==> config.mk <==
export PLATFORM = sky130hd
export DESIGN_NAME = rfid_ascii_frame_parser_top_flat
export DESIGN_NICKNAME = d
export VERILOG_FILES = /design/src/rtl/core/rfp_pkg.sv /design/src/rtl/core/rfp_ifs.sv /design/src/rtl/core/rfp_core.sv /design/src/rtl/core/rfid_ascii_frame_parser_top.sv /design/src/flat_wrapper.sv
export SDC_FILE = /design/constraint.sdc
export NUM_CORES = 1
export LEC_CHECK = 0
export BUFFER_PORTS_ARGS = -buffer_cell sky130_fd_sc_hd__buf_2
export CORE_MARGIN = 3
export CORE_UTILIZATION = 46
export CTS_CLUSTER_DIAMETER = 80
export CTS_CLUSTER_SIZE = 14
export DETAILED_ROUTE_END_ITERATION = 8
export HOLD_SLACK_MARGIN = 0.12
export PLACE_DENSITY = 0.65
export SLEW_MARGIN = 15
export SYNTH_ARGS = -nofsm -noshare
export SYNTH_HDL_FRONTEND = slang
export SYNTH_SLANG_ARGS = --single-unit
==> constraint.sdc <==
create_clock -name clk -period 6.5 [get_ports clk]
set_clock_uncertainty 0.15 [all_clocks]
set_input_delay 0.325 -clock clk [delete_from_list [all_inputs] [get_ports clk]]
set_output_delay 0.325 -clock clk [all_outputs]
set_load 0.03 [all_outputs]
==> src/rtl/core/rfp_pkg.sv <==
// Package for the RFID ASCII hex frame parser: frame geometry, byte codes,
// tag state codes, the one-hot parser mode, item and result structs.
// No dependencies; the core, the top level and the testbench import it.
package rfp_pkg;

	localparam int FRAME_DIGITS = 12;
	localparam int STORE_BYTES  = (FRAME_DIGITS + 1) / 2;
	localparam int DPOS_W       = $clog2(FRAME_DIGITS + 1);
	localparam int ID_BYTES     = 5;
	localparam int REPORT_BYTES = ID_BYTES + 1;

	localparam logic [7:0] BYTE_START = 8'h02;
	localparam logic [7:0] BYTE_END   = 8'h03;
	localparam logic [7:0] CHAR_ZERO  = 8'h30;
	localparam logic [7:0] CHAR_A     = 8'h41;
	localparam logic [7:0] HEX_TEN    = 8'd10;
	localparam logic [7:0] DEC_MAX    = 8'd9;
	localparam logic [3:0] NIBBLE_MASK = 4'hF;

	localparam logic CMD_BYTE = 1'b0;
	localparam logic CMD_POLL = 1'b1;

	localparam logic [2:0] TAG_IDLE    = 3'd0;
	localparam logic [2:0] TAG_READING = 3'd1;
	localparam logic [2:0] TAG_ARRIVED = 3'd2;
	localparam logic [2:0] TAG_PRESENT = 3'd3;
	localparam logic [2:0] TAG_LEFT    = 3'd4;

	typedef enum logic [4:0] {
		MODE_IDLE    = 5'b00001,
		MODE_READING = 5'b00010,
		MODE_ARRIVED = 5'b00100,
		MODE_PRESENT = 5'b01000,
		MODE_LEFT    = 5'b10000
	} mode_t;

	typedef struct packed {
		logic       cmd;
		logic [7:0] rx_byte;
		logic       card_present;
	} item_t;

	typedef struct packed {
		logic [2:0]  tag_state;
		logic        left_event;
		logic [39:0] tag_id;
		logic [7:0]  tag_check;
		logic        check_ok;
	} result_t;

	// Value of one ASCII hex character; no legality check is made.
	function automatic logic [3:0] hex_nibble(input logic [7:0] ch);
		logic [7:0] v;
		v = ch - CHAR_ZERO;
		if (v > DEC_MAX) begin
			v = ch - CHAR_A + HEX_TEN;
		end
		return v[3:0] & NIBBLE_MASK;
	endfunction

endpackage

==> src/rtl/core/rfp_ifs.sv <==
// Valid/ready channel interfaces of the RFID frame parser: the input word
// channel and the result word channel. No dependencies.
interface rfp_item_if;
	logic       valid;
	logic       ready;
	logic       cmd;
	logic [7:0] rx_byte;
	logic       card_present;

	modport source (output valid, cmd, rx_byte, card_present, input ready);
	modport sink   (input valid, cmd, rx_byte, card_present, output ready);
endinterface

interface rfp_result_if;
	logic        valid;
	logic        ready;
	logic [2:0]  tag_state;
	logic        left_event;
	logic [39:0] tag_id;
	logic [7:0]  tag_check;
	logic        check_ok;

	modport source (output valid, tag_state, left_event, tag_id, tag_check, check_ok,
		input ready);
	modport sink   (input valid, tag_state, left_event, tag_id, tag_check, check_ok,
		output ready);
endinterface

==> src/rtl/core/rfp_core.sv <==
// Parser state (mode, digit position, frame store) and the single-pass
// update that turns one word into one result. Depends on rfp_pkg.
module rfp_core (
	input  logic            clk,
	input  logic            arst_n,
	input  logic            step,
	input  rfp_pkg::item_t  item,
	output rfp_pkg::result_t res
);
	import rfp_pkg::*;

	mode_t             mode_q, mode_n;
	logic [DPOS_W-1:0] dpos_q, dpos_n;
	logic [7:0]        frame_q [STORE_BYTES];
	logic [7:0]        frame_n [STORE_BYTES];
	logic [7:0]        report  [REPORT_BYTES];
	logic              left;
	logic [3:0]        nib;

	assign nib = hex_nibble(item.rx_byte);

	always_comb begin
		mode_n = mode_q;
		dpos_n = dpos_q;
		frame_n = frame_q;
		left = 1'b0;
		if (item.cmd == CMD_BYTE) begin
			if (mode_q == MODE_READING) begin
				if (item.rx_byte == BYTE_START) begin
					dpos_n = '0;
				end else if (dpos_q >= DPOS_W'(FRAME_DIGITS)) begin
					if (item.rx_byte == BYTE_END) begin
						mode_n = MODE_ARRIVED;
					end
				end else begin
					for (int k = 0; k < STORE_BYTES; k++) begin
						if (DPOS_W'(k) == (dpos_q >> 1)) begin
							if (dpos_q[0]) begin
								frame_n[k] = frame_q[k] | {4'h0, nib};
							end else begin
								frame_n[k] = {nib, 4'h0};
							end
						end
					end
					dpos_n = DPOS_W'(dpos_q + 1'b1);
				end
			end else begin
				// Any byte outside a frame ends a presence episode first.
				left = (mode_q == MODE_ARRIVED) || (mode_q == MODE_PRESENT);
				if (item.rx_byte == BYTE_START) begin
					dpos_n = '0;
					mode_n = MODE_READING;
				end else begin
					mode_n = MODE_IDLE;
				end
			end
		end else begin
			unique case (mode_q)
				MODE_LEFT: mode_n = MODE_IDLE;
				MODE_ARRIVED, MODE_PRESENT: begin
					if (item.card_present) begin
						mode_n = MODE_PRESENT;
					end else begin
						mode_n = MODE_LEFT;
						left = 1'b1;
					end
				end
				default: mode_n = mode_q;
			endcase
		end
	end

	for (genvar j = 0; j < REPORT_BYTES; j++) begin : g_report
		if (j < STORE_BYTES) begin : g_have
			assign report[j] = frame_n[j];
		end else begin : g_zero
			assign report[j] = '0;
		end
	end

	always_comb begin
		logic [7:0] x;
		x = '0;
		res.tag_id = '0;
		for (int i = 0; i < ID_BYTES; i++) begin
			res.tag_id = {res.tag_id[31:0], report[i]};
			x = x ^ report[i];
		end
		res.tag_check = report[ID_BYTES];
		res.check_ok = (x == report[ID_BYTES]);
		res.left_event = left;
		unique case (mode_n)
			MODE_READING: res.tag_state = TAG_READING;
			MODE_ARRIVED: res.tag_state = TAG_ARRIVED;
			MODE_PRESENT: res.tag_state = TAG_PRESENT;
			MODE_LEFT:    res.tag_state = TAG_LEFT;
			default:      res.tag_state = TAG_IDLE;
		endcase
	end

	always_ff @(posedge clk or negedge arst_n) begin
		if (!arst_n) begin
			mode_q <= MODE_IDLE;
			dpos_q <= '0;
			for (int k = 0; k < STORE_BYTES; k++) begin
				frame_q[k] <= '0;
			end
		end else if (step) begin
			mode_q <= mode_n;
			dpos_q <= dpos_n;
			frame_q <= frame_n;
		end
	end

endmodule

==> src/rtl/core/rfid_ascii_frame_parser_top.sv <==
// Top level of the RFID ASCII hex frame parser: input register, parser
// core and result register. Depends on rfp_pkg, rfp_ifs and rfp_core.
//
// Usage: every word on the item channel is either a received serial byte
// (cmd 0, rx_byte) or a poll tick (cmd 1, card_present). A frame is the
// start byte 0x02, twelve ASCII hex digits and the end byte 0x03; it makes
// the tag arrived, a poll makes it present, and a poll with the presence
// line low makes it left. Each input word yields exactly one result word
// with the tag state, the card-left event, the 40-bit id, its check byte
// and whether the XOR of the id bytes matches the check byte.
// An accepted word is registered in the input register, processed by the
// core and registered again in the result register, which presents it on
// the result channel. Throughput: one word per cycle while the receiver
// does not stall, as the core updates the mode, digit position and
// six-byte frame store for every word in one pass.
// Reset clears the mode to idle, the digit position and the frame store to
// zero, and empties both pipeline registers. When the receiver stalls,
// the result register holds its word and the input register holds one
// more; the item channel drops ready only when both are full.
module rfid_ascii_frame_parser_top (
	input  logic          clk,
	input  logic          arst_n,
	rfp_item_if.sink      item,
	rfp_result_if.source  result
);
	import rfp_pkg::*;

	logic    valid_s1;
	item_t   item_s1;
	logic    out_valid_q;
	result_t result_q;
	result_t res;
	logic    advance;
	logic    step;

	// The pipeline moves whenever the result register is empty or drained.
	assign advance = !out_valid_q || result.ready;
	assign step = valid_s1 && advance;
	assign item.ready = !valid_s1 || advance;

	always_ff @(posedge clk or negedge arst_n) begin
		if (!arst_n) begin
			valid_s1 <= 1'b0;
		end else if (item.ready) begin
			valid_s1 <= item.valid;
		end
	end

	always_ff @(posedge clk) begin
		if (item.ready && item.valid) begin
			item_s1 <= '{cmd: item.cmd, rx_byte: item.rx_byte,
				card_present: item.card_present};
		end
	end

	rfp_core u_core (
		.clk    (clk),
		.arst_n (arst_n),
		.step   (step),
		.item   (item_s1),
		.res    (res)
	);

	always_ff @(posedge clk or negedge arst_n) begin
		if (!arst_n) begin
			out_valid_q <= 1'b0;
		end else if (advance) begin
			out_valid_q <= valid_s1;
		end
	end

	always_ff @(posedge clk) begin
		if (step) begin
			result_q <= res;
		end
	end

	assign result.valid      = out_valid_q;
	assign result.tag_state  = result_q.tag_state;
	assign result.left_event = result_q.left_event;
	assign result.tag_id     = result_q.tag_id;
	assign result.tag_check  = result_q.tag_check;
	assign result.check_ok   = result_q.check_ok;

`ifndef ASSERT_OFF
	// A card-left event never comes with the tag still arrived or present.
	a_left_state: assert property (@(posedge clk) disable iff (!arst_n)
		(result.valid && result.left_event) |->
		(result.tag_state != TAG_ARRIVED && result.tag_state != TAG_PRESENT))
		else $error("left event reported with tag still in place");

	// The check flag agrees with the reported id and check byte.
	a_check_flag: assert property (@(posedge clk) disable iff (!arst_n)
		result.valid |-> (result.check_ok ==
		((result.tag_id[39:32] ^ result.tag_id[31:24] ^ result.tag_id[23:16]
		^ result.tag_id[15:8] ^ result.tag_id[7:0]) == result.tag_check)))
		else $error("check flag disagrees with id and check byte");

	// An accepted word is held in the input register the next cycle.
	a_accept_s1: assert property (@(posedge clk) disable iff (!arst_n)
		(item.valid && item.ready) |=> valid_s1)
		else $error("accepted word lost before the input register");

	// A word waiting in the input register stays put while stalled.
	a_hold_s1: assert property (@(posedge clk) disable iff (!arst_n)
		(valid_s1 && !advance) |=> (valid_s1 && $stable(item_s1)))
		else $error("stalled input word changed");
`endif

endmodule

==> src/flat_wrapper.sv <==
// flat-port wrapper written by rule: the top's interface ports become plain ports
module rfid_ascii_frame_parser_top_flat import rfp_pkg::*;
  (clk, arst_n, item_valid, item_cmd, item_rx_byte, item_card_present, item_ready, result_valid, result_tag_state, result_left_event, result_tag_id, result_tag_check, result_check_ok, result_ready);
  rfp_item_if item_i ();
  rfp_result_if result_i ();
  input  logic clk;
  input  logic arst_n;
  input wire logic [$bits(item_i.valid)-1:0] item_valid;
  input wire logic [$bits(item_i.cmd)-1:0] item_cmd;
  input wire logic [$bits(item_i.rx_byte)-1:0] item_rx_byte;
  input wire logic [$bits(item_i.card_present)-1:0] item_card_present;
  output wire logic [$bits(item_i.ready)-1:0] item_ready;
  output wire logic [$bits(result_i.valid)-1:0] result_valid;
  output wire logic [$bits(result_i.tag_state)-1:0] result_tag_state;
  output wire logic [$bits(result_i.left_event)-1:0] result_left_event;
  output wire logic [$bits(result_i.tag_id)-1:0] result_tag_id;
  output wire logic [$bits(result_i.tag_check)-1:0] result_tag_check;
  output wire logic [$bits(result_i.check_ok)-1:0] result_check_ok;
  input wire logic [$bits(result_i.ready)-1:0] result_ready;
  assign item_i.valid = item_valid;
  assign item_i.cmd = item_cmd;
  assign item_i.rx_byte = item_rx_byte;
  assign item_i.card_present = item_card_present;
  assign item_ready = item_i.ready;
  assign result_valid = result_i.valid;
  assign result_tag_state = result_i.tag_state;
  assign result_left_event = result_i.left_event;
  assign result_tag_id = result_i.tag_id;
  assign result_tag_check = result_i.tag_check;
  assign result_check_ok = result_i.check_ok;
  assign result_i.ready = result_ready;
  rfid_ascii_frame_parser_top u_core (.clk(clk), .arst_n(arst_n), .item(item_i), .result(result_i));
endmodule
==> results of run 1 <==
==> worst paths after layout <==
| check | startpoint | end | depth (start not counted) | slack [ns] |
|---|---|---|---|---|
| min reg2reg | u_core.u_core.frame_q[24] | u_core.u_core.frame_q[24] | 2 | 0.32 |
| max in group asynchronous | arst_n | u_core.u_core.frame_q[10] | 3 | 5.21 |
| min | u_core.u_core.frame_q[24] | u_core.u_core.frame_q[24] | 2 | 0.32 |
| max reg2reg | u_core.item_s1[1] | u_core.result.check_ok | 10 | 2.72 |
| min in group asynchronous | arst_n | u_core.u_core.frame_q[42] | 3 | 0.45 |
| max | u_core.item_s1[1] | u_core.result.check_ok | 10 | 2.72 |
==> report_power, final <==
part | switching [mW] | internal, mW
Clock | 0.318 | 0.539
Combinational | 0.177 | 0.0897
Sequential | 0.0244 | 0.879
Total | 0.519 | 1.51
==> worst reg2reg max path, stage by stage, from the launching register on <==
cell,delay (ns)
edfxtp_1,0.46
inv_1,0.12
ha_1,0.23
and3_1,0.33
nor3b_2,0.78
mux2i_1,0.40
xor2_1,0.29
xnor2_1,0.17
xnor2_1,0.09
nor4_1,0.38
and4_1,0.24
==> cell families (layout without fill, tap and decap cells) <==
logic type	after synthesis	after routing	share of synthesized area
xor gates and xnor gates	41	41	0.0679
AOI/OAI and AO/OA	74	74	0.0729
adders and majority gates	5	5	0.0110
DFF	122	122	0.591
buffers and inverters	49	149	0.0382
muxes	30	30	0.0545
and+or+nand+nor	186	186	0.164
==> routing by layer <==
layer,up-vias,track usage,part of all wire
met4,0,0.0734,0.017
li1,1930,-,-
met5,-,0,0
met3,17,0.0504,0.053
met1,1905,0.243,0.44
met2,106,0.299,0.49
==> timing repair <==
| action | in CTS | in global routing |
|---|---|---|
| hold buffers | 14 | 0 |
| hold endpoints to repair | 70 | 0 |
| gates resized for setup | 0 | 0 |
| buffers inserted | 0 | 0 |
==> registers in the layout, summed over array words and instances (netlist names) <==
signal / cells
u_core.item_s1: 10
u_core.result.check_ok: 1
u_core.result.left_event: 1
u_core.result.tag_check: 8
u_core.result.tag_id: 40
u_core.result.tag_state: 3
u_core.result.valid: 1
u_core.u_core.dpos_q: 4
u_core.u_core.frame_q: 48
u_core.u_core.mode_q: 5
u_core.valid_s1: 1
==> final cells by class <==
class,count,area share
Tap cell,168,0.0306
Inverter,30,0.0164
Multi-Input combinational cell,336,0.308
Clock buffer,23,0.0682
Clock inverter,9,0.0106
Sequential cell,122,0.491
Timing Repair Buffer,87,0.0755
==> metrics by stage <==
stage / util / std cells / cell area [sq um]
after floorplan: - / 507 / 5700
after global placement: 0.513 / 729 / 6180
after detailed placement: 0.513 / 729 / 6180
after CTS: 0.569 / 775 / 6860
after global routing: 0.569 / 775 / 6860
final: 0.569 / 775 / 6860
==> synth_stat cells (all sizes together) (2+ instances only) <==
cell	instances	share of area
nand2	99	0.065
edfxtp	63	0.33
dfrtp	58	0.25
nor2	36	0.024
xnor2	32	0.049
o21ai	31	0.027
inv	30	0.020
mux2i	25	0.045
a21oi	23	0.020
clkbuf	10	0.0068
a31oi	9	0.0099
buf	9	0.012
xor2	7	0.011
and3	6	0.0066
nand3	6	0.0053
ha	5	0.011
mux2	5	0.0099
nor2b	5	0.0055
nor3	5	0.0064
nand2b	4	0.0044
nand4	4	0.0044
nor4	4	0.0097
o31ai	4	0.0053
nor3b	3	0.0057
nor4b	3	0.0099
and2	2	0.0022
and4	2	0.0031
nand4b	2	0.0042
xnor3	2	0.0079
==> metrics.txt, run 1 <==
status finished clean; IO Port Bufs a little under 70; PnR worst setup slack 2.72 ns; fmax 265 MHz; number of synthesized flops with an enable pin between 60 and 70; top_reg_cell synth edfxtp_1; total power 2.03 mW; register area 3370 sq um; CP max stage delay 0.77 ns; crit start category register; most common cell after layout, fill and taps aside nand2_1; share of flip-flops with an asynchronous set or reset 0.484; PD cells 295 nW/um^2; diode count 0; hold crit path type register to register; gpl congestion between 0.8 and 0.9; most frequent cell on the critical path xnor2_1; first-pass GRT wire length 19600 microns; VDD IR max 0.166 mV; TritonRoute pass-1 iters 5; Total GRT Usage 0.187; CP max FO 10; Initial Utilization 0.472; Hold Violations, Final 0; total wire length 11900 microns; Final ANT Viol Nets 0; average wire per standard cell 15.4 microns; nets@finish 613; Final period util 0.581; Avg Cell Area, Syn 11.2 sq um; DR vias 3958; Sink Count 122; Setup Crit Path Kind register to register; vias per cell between 5 and 6; fill count 999; Die X between 100 and 150 microns; maxcap violations 0; DRC errors left 0; Final Setup Violations 0; Core ar. 12100 sq um; root buffer cell clkbuf_16; Synth cell types between 50 and 60; leakage power 3.20 nW; row cnt 40; crit end category register; clk buf depth 2; synthesized cell area 5700 sq um; Slew HR 0.425; initial DRC count 289; layout cell share with drive strength beyond 1 0.194; Multi-input gate area roughly 2100 sq um; vias in the first global route 3872; Mapped Cells 507; remaining global-route overflow 0; CP required 6.64 ns; DIE HEIGHT 117 microns; fin crit period 3.78 ns; CTS buffer count 17; Die ar. 13800 sq um; Clock Latency Late Sink 0.42 ns; most frequent cells in the layout 98 x nand2_1, 68 x buf_2, 63 x edfxtp_1, 58 x dfrtp_1, 35 x nor2_1; HPWL reported at the end of detailed placement 8010 microns; clock-pin slew on the worst setup and hold paths 0.06 ns; flops & latches, synth 122; initial antenna violation count 0; Area growth syn-to-layout 20.5%; delay-heaviest family, CP simple AND/OR/NAND/NOR gates; pre-CTS setup slack 2.75 ns; CP cell instances inv_1 > ha_1 > and3_1 > nor3b_2 > mux2i_1 > xor2_1 > xnor2_1 > xnor2_1 > nor4_1 > and4_1; largest net degree at the start of global routing between 80 and 90; TritonCTS clock tree done; register area share after synthesis 0.591; worst slew pin tran 0.859 ns; RSZ-0062 raised after global routing no; TNS Setup 0 ns; Post-Syn Nets 526; pins over their slew limit 0; yosys synthesis warning count 0; H-tree level count 4; Slowest cell on crit path nor3b_2; Arrival @ worst endpoint 3.91 ns; Hold Slack about 0.32 ns; num ports 69; CP bufs+invs 1
Power figures use the tool's default switching activity.
==> run 2: changes to the inputs <==
--- a/config.mk
+++ b/config.mk
@@ -5,6 +5,7 @@
 export SDC_FILE = /design/constraint.sdc
 export NUM_CORES = 1
 export LEC_CHECK = 0
+export ABC_AREA = 1
 export BUFFER_PORTS_ARGS = -buffer_cell sky130_fd_sc_hd__buf_2
 export CORE_MARGIN = 3
 export CORE_UTILIZATION = 46
@@ -12,7 +13,6 @@
 export CTS_CLUSTER_SIZE = 14
 export DETAILED_ROUTE_END_ITERATION = 8
 export HOLD_SLACK_MARGIN = 0.12
-export PLACE_DENSITY = 0.65
 export SLEW_MARGIN = 15
 export SYNTH_ARGS = -nofsm -noshare
 export SYNTH_HDL_FRONTEND = slang
==> constraint.sdc (replaced) <==
create_clock -name clk -period 3.8 [get_ports clk]
set_clock_uncertainty 0.15 [all_clocks]
set_input_delay 0.19 -clock clk [delete_from_list [all_inputs] [get_ports clk]]
set_output_delay 0.19 -clock clk [all_outputs]
set_load 0.03 [all_outputs]
==> run 2 against run 1 <==
  * Synthesized area rose by 14%
  * Final area increased by 13%
  * Register-to-register slack got worse by 2.0 ns
  * Via count grew 36%
  * First-iteration DRC count grew 72%
  * Clock power rose by 89%
  * Sequential cell count is the same
  * Global-route usage up 2.7 points
  * Die area grew 13%
  * Fmax rose by 24%
  * Non-clock buffer count is 1 higher
  * Critical path type unchanged
  * Largest power group unchanged
==> metrics.txt, run 2 <==
first-pass GRT wire length 26400 microns; post-synthesis xor/xnor area fraction 0.00270; Final Setup Violations 0; root buffer cell clkbuf_16; crit start category register; top-area cell type share of the netlist area 0.291; total wire length 15800 microns; remaining global-route overflow 0; Final period util 0.802; maxcap violations 0; TritonCTS clock tree done; DRC errors left 0; pins over their slew limit 0; clock-pin slew on the worst setup and hold paths 0.06 ns; worst r2r path cells 18; hold crit path type input port to asynchronous set/reset pin; num ports between 60 and 70; most flop-heavy register u_core.u_core.frame_q; VDD IR max approximately 0.29 mV; most common cell after layout, fill and taps aside nand2_1; Synth Area in Adders 0.00964; Sink Count 122; layout cell share with drive strength beyond 1 0.178; crit end category register; nets@finish 889; DIE HEIGHT ~120 microns; IO Port Bufs 68; Initial Utilization 0.481; register area share after synthesis 0.519; post-synthesis mux area share 0; TNS Setup 0 ns; Avg Cell Area, Syn approximately 8.3 sq um; Simple-Gate Fraction of Synth Area 0.301; synthesized cell area 6490 sq um; Synth area leaders edfxtp_1 29%, dfrtp_1 22%, nand2_1 18%; DP Cell Count 1012; fin crit period approximately 3.0 ns; area leader, netlist edfxtp_1; CP required 3.83 ns; Hold Violations, Final 0; DR vias 5370; row cnt 42; Core ar. around 14000 sq um; R2R setup slack ~0.75 ns; Util after Layout 0.572; CP max FO 11; Die X 125 microns; Area growth syn-to-layout 19.0%; Post-CTS Setup Inserts 0; vias per cell 5.07; Post-DP Area 6980 sq um; yosys synthesis warning count 0; clk buf depth 2; diode count 0; Commonest cells post-synth 308 x nand2_1, 98 x inv_1, 63 x edfxtp_1, 63 x o21ai_0, 58 x dfrtp_1; most frequent cells in the layout 307 x nand2_1, 97 x inv_1, 68 x buf_2, 63 x o21ai_0, 63 x edfxtp_1; gpl congestion 0.894; Die ar. 15600 sq um; Total GRT Usage 0.214; Setup Crit Path Kind register to register; Largest register FFs 48; PD cells 526 nW/um^2; largest family of logic cells by synthesized area simple AND/OR/NAND/NOR gates; largest net degree at the start of global routing 47; pre-CTS setup slack approximately 0.80 ns; compound-cell area share of the yosys netlist 0.0896; Clock Latency Late Sink 0.42 ns; TritonRoute pass-1 iters 5; initial antenna violation count 0; worst slew pin tran 0.779 ns; RSZ-0062 raised after global routing no; status finished clean; H-tree level count 4; Slew HR 0.479; fmax between 300 and 400 MHz; Layout Cells excl Fill 1059; initial DRC count 498; Arrival @ worst endpoint 3.07 ns; PnR worst setup slack 0.752 ns; HPWL reported at the end of detailed placement approximately 11000 microns; share of flip-flops with an asynchronous set or reset 0.484; leakage power 3.83 nW; number of synthesized flops with an enable pin 63; vias in the first global route 5117; reg2reg end u_core.result.check_ok; most frequent cell after synthesis nand2_1; Mapped Cells roughly 800; CTS buffer count 17; Post-Syn Nets 801; post-route cell area 7730 sq um; average wire per standard cell 14.9 microns; reg2reg start u_core.item_s1[1]; flops & latches, synth ~120; Synth cell types 42; Final ANT Viol Nets 0; top_reg_cell synth edfxtp_1
run 2: power breakdown:
| group | leakage (nW) | internal (mW) | switching (mW) |
|---|---|---|---|
| sequential | 1.40 | 1.57 | 0.0655 |
| clock | 0.290 | 1.05 | 0.566 |
| combinational | 2.14 | 0.223 | 0.593 |
run 2: timing repair:
| action | 4_1_cts | 5_1_grt |
|---|---|---|
| gates resized for setup | 0 | 0 |
| hold endpoints to repair | 38 | 0 |
| hold buffers | 15 | 0 |
run 2: routing by layer:
metal	GRT usage	wire length, microns	up-vias
li1	-	-	2693
met1	0.287	7160	2482
met4	0.0806	291	0
met2	0.344	7530	173
met5	0	0	-
met3	0.0416	845	22
run 2: layout make-up:
type | instances | area, sq um
clock buffer | 26 | 510
clock inverter | 6 | 83.8
fill | 1206 | 5780
inverter | 106 | 398
multi-input combinational | 535 | 2620
sequential | 122 | 3370
tap | 176 | 220
timing repair buffer | 88 | 528
run 2: how the worst max path moves through the flow:
stage	startpoint	endpoint	slack [ns]
6_report	u_core.item_s1[1]	u_core.result.check_ok	0.75
3_5_place_dp	u_core.item_s1[1]	u_core.result.check_ok	0.80
2_1_floorplan	u_core.result.valid	u_core.result.check_ok	0.75
4_1_cts	u_core.item_s1[1]	u_core.result.check_ok	0.77
5_1_grt	u_core.item_s1[1]	u_core.result.check_ok	0.43
3_3_place_gp	u_core.item_s1[1]	u_core.result.check_ok	0.91
run 2: worst max-delay path, stage by stage, from the launching register on:
cell and delay (ns):
edfxtp_1 0.45, inv_1 0.13, ha_1 0.23, o21ai_2 0.17, nand2_2 0.14, nand2_4 0.13, nand2_1 0.06, nand2_1 0.33
nand2_1 0.16, a21oi_1 0.28, nand2_1 0.09, nand3_1 0.08, nand2_1 0.06, inv_1 0.05, nand2_1 0.04, nand2_1 0.09
nor2_1 0.05, nand2_1 0.07, nor2_1 0.04
run 2: cell families after synthesis:
family | after synthesis
flops | 122
simple gates | 424
xor+xnor | 2
compound gates | 104
buf+inv | 125
fa+ha+maj | 5
run 2: through the flow:
step / power (mW) / hold WS (ns)
after detailed placement: 2.45 / 0.130
after floorplan: 2.25 / -0.256
after global routing: 4.25 / 0.304
after global placement: 2.44 / 0.124
final: 4.07 / 0.224
after CTS: 4.09 / 0.225
==> run 3: changes to the inputs <==
--- a/config.mk
+++ b/config.mk
@@ -13,6 +13,7 @@
 export CTS_CLUSTER_SIZE = 14
 export DETAILED_ROUTE_END_ITERATION = 8
 export HOLD_SLACK_MARGIN = 0.12
+export PLACE_DENSITY = 0.67
 export SLEW_MARGIN = 15
 export SYNTH_ARGS = -nofsm -noshare
 export SYNTH_HDL_FRONTEND = slang
==> constraint.sdc (replaced) <==
create_clock -name clk -period 2.7 [get_ports clk]
set_clock_uncertainty 0.15 [all_clocks]
set_input_delay 0.135 -clock clk [delete_from_list [all_inputs] [get_ports clk]]
set_output_delay 0.135 -clock clk [all_outputs]
set_load 0.03 [all_outputs]
==> run 3 against run 2 <==
  * Worst setup slack worse by 0.68 ns
  * Hold slack got worse by 0.052 ns
  * Die area stayed put
  * Final area is 11% higher
  * Total power up 47%
  * Clock power is 46% higher
  * Via count up 3.2%
  * Combinational power grew 63%
  * Non-clock buffer count rose by 63
  * Sequential cell count stayed put
  * Largest power group is now the clock network
==> metrics.txt, run 3 (synthesis results as in run 2) <==
status finished clean; GRT Max-Usage Layer met2; fin crit period 2.62 ns; Final Setup Violations 0; Comb pwr share 0.222; met1 GRT Util 0.273; Arrival @ worst endpoint 2.65 ns; delay-heaviest family, CP simple AND/OR/NAND/NOR gates; fmax 381 MHz; reg2reg start u_core.item_s1[2]; clock share of power 0.394; total wire length about 16000 microns; Sink Count 122; root buffer cell clkbuf_16; CP max FO 7; R2R setup slack 0.08 ns; initial antenna violation count 0; maxcap violations 0; Multi-input gate area 2880 sq um; DIE HEIGHT between 100 and 150 microns; Reg power frac 0.384; CP bufs+invs 2; Slowest cell on crit path edfxtp_1; met2 Use GR 0.320; remaining global-route overflow 0; Setup crit start u_core.item_s1[2]; Slew HR 0.412; Total GRT Usage 0.203; most frequent cells in the layout 276 x nand2_1, 94 x inv_1, 68 x buf_2, 63 x edfxtp_1, 59 x o21ai_0; worst r2r path cells 18; reg2reg end u_core.result.check_ok; TritonCTS clock tree done; Final period util 0.972; most flop-heavy register u_core.u_core.frame_q; Setup Crit Path Kind register to register; VDD IR max 0.455 mV; Largest register FFs 48; HPWL reported at the end of detailed placement ~11000 microns; clock-pin slew on the worst setup and hold paths ~0.060 ns; Sw Pwr 1.81 mW; switching portion of total power 0.302; hold crit path type input port to asynchronous set/reset pin; CTS buffer count 17; DRC errors left 0; Hold Violations, Final 0; PnR worst setup slack 0.0766 ns; crit end category register; vias per cell 4.94; IO Port Bufs 68; DR vias 5540; TritonRoute pass-1 iters 5; Area growth syn-to-layout 31.9%; diode count 0; clk buf depth 2; crit start category register; Die X 125 microns; GRT met3 Usage 0.0485; Die ar. 15600 sq um; Core ar. 13500 sq um; Int Pwr 4.17 mW; worst slew pin tran about 0.9 ns; gpl congestion approximately 0.9; register area approximately 3400 sq um; average wire per standard cell 14.2 microns; H-tree level count 4; Layout Cells excl Fill 1122; Final ANT Viol Nets 0; DP Cell Count 1051; initial DRC count 383; pins over their slew limit 0; leakage power 4.16 nW; num ports 69; most common cell after layout, fill and taps aside nand2_1; fill count 1103; RSZ-0062 raised after global routing yes; CP cell instances buf_6 > ha_1 > nand2_2 > inv_2 > nand2_8 > nand2_8 > nor2_8 > nand3_1 > a21oi_2 > nand2_1 > nand2_1 > nand2_1 > nand2_1 > nand2_1 > nand2_2 > nor2_4 > nand2_1 > nor2_1; row cnt 42; CP max stage delay between 0.4 and 0.5 ns; largest net degree at the start of global routing 46; Post-DP Area 7310 sq um; first-pass GRT wire length ~25000 microns; layout cell share with drive strength beyond 1 0.292; Clock Latency Late Sink 0.42 ns; CP required 2.73 ns; post-route cell area 8570 sq um; most frequent cell on the critical path nand2_1; pre-CTS setup slack -0.0720 ns; total power 5.98 mW; nets@finish 952; PD cells 698 nW/um^2; vias in the first global route 4932; Initial Utilization 0.481
run 3: per-stage QoR:
stage | util | TNS, ns | hold slack [ns]
floorplan | - | 0 | -0.311
global placement | 0.541 | 0 | -0.0392
detailed placement | 0.541 | -0.0720 | -0.0303
CTS | 0.602 | 0 | 0.175
global route | 0.634 | -0.124 | 0.226
finish | 0.634 | 0 | 0.172
run 3: worst reg2reg max path: cells and delay by family, from the launching register on:
kind                     cells  cell delay, ns
adder cells (fa/ha/maj)      1            0.18
buffers and inverters        2            0.23
AO/OA/AOI/OAI                1            0.20
flip-flops                   1            0.46
AND/OR/NAND/NOR             14            1.19
run 3: worst max path at each step:
stage	depth (start not counted)	endpoint	slack, ns
after global routing	18	u_core.result.check_ok	-0.12
after floorplan	18	u_core.result.check_ok	0.26
after CTS	20	u_core.result.check_ok	0.002
after global placement	19	u_core.result.check_ok	0.0006
after detailed placement	18	u_core.result.check_ok	-0.07
final	18	u_core.result.check_ok	0.08
run 3: layer usage:
metal / vias to the layer above / part of all wire
met5: - / 0
met4: 0 / 0.020
li1: 2815 / -
met2: 133 / 0.48
met1: 2569 / 0.45
met3: 23 / 0.050
run 3: power groups by stage:
stage	Sequential (mW)	Combinational (mW)	Clock, mW
3_3_place_gp	2.32	1.20	0
2_1_floorplan	2.54	0.614	0
5_1_grt	2.32	1.45	2.48
6_report	2.30	1.33	2.36
3_5_place_dp	2.33	1.21	0
4_1_cts	2.29	1.25	2.38
run 3: area by class of cell:
class / count / share of cell area
clock buffers: 23 / 0.0608
clock inverters: 9 / 0.0126
inverters: 106 / 0.0465
multi-input cells: 535 / 0.336
flip-flops and latches: 122 / 0.393
well taps: 176 / 0.0257
repair buffers: 151 / 0.125
run 3: what timing repair did:
action,4_1_cts,5_1_grt
setup buffers,1,22
resized for setup,8,71
endpoints found under the hold margin,70,0
endpoints found under the setup margin,1,1
hold buffers,16,0
pin swaps,2,37
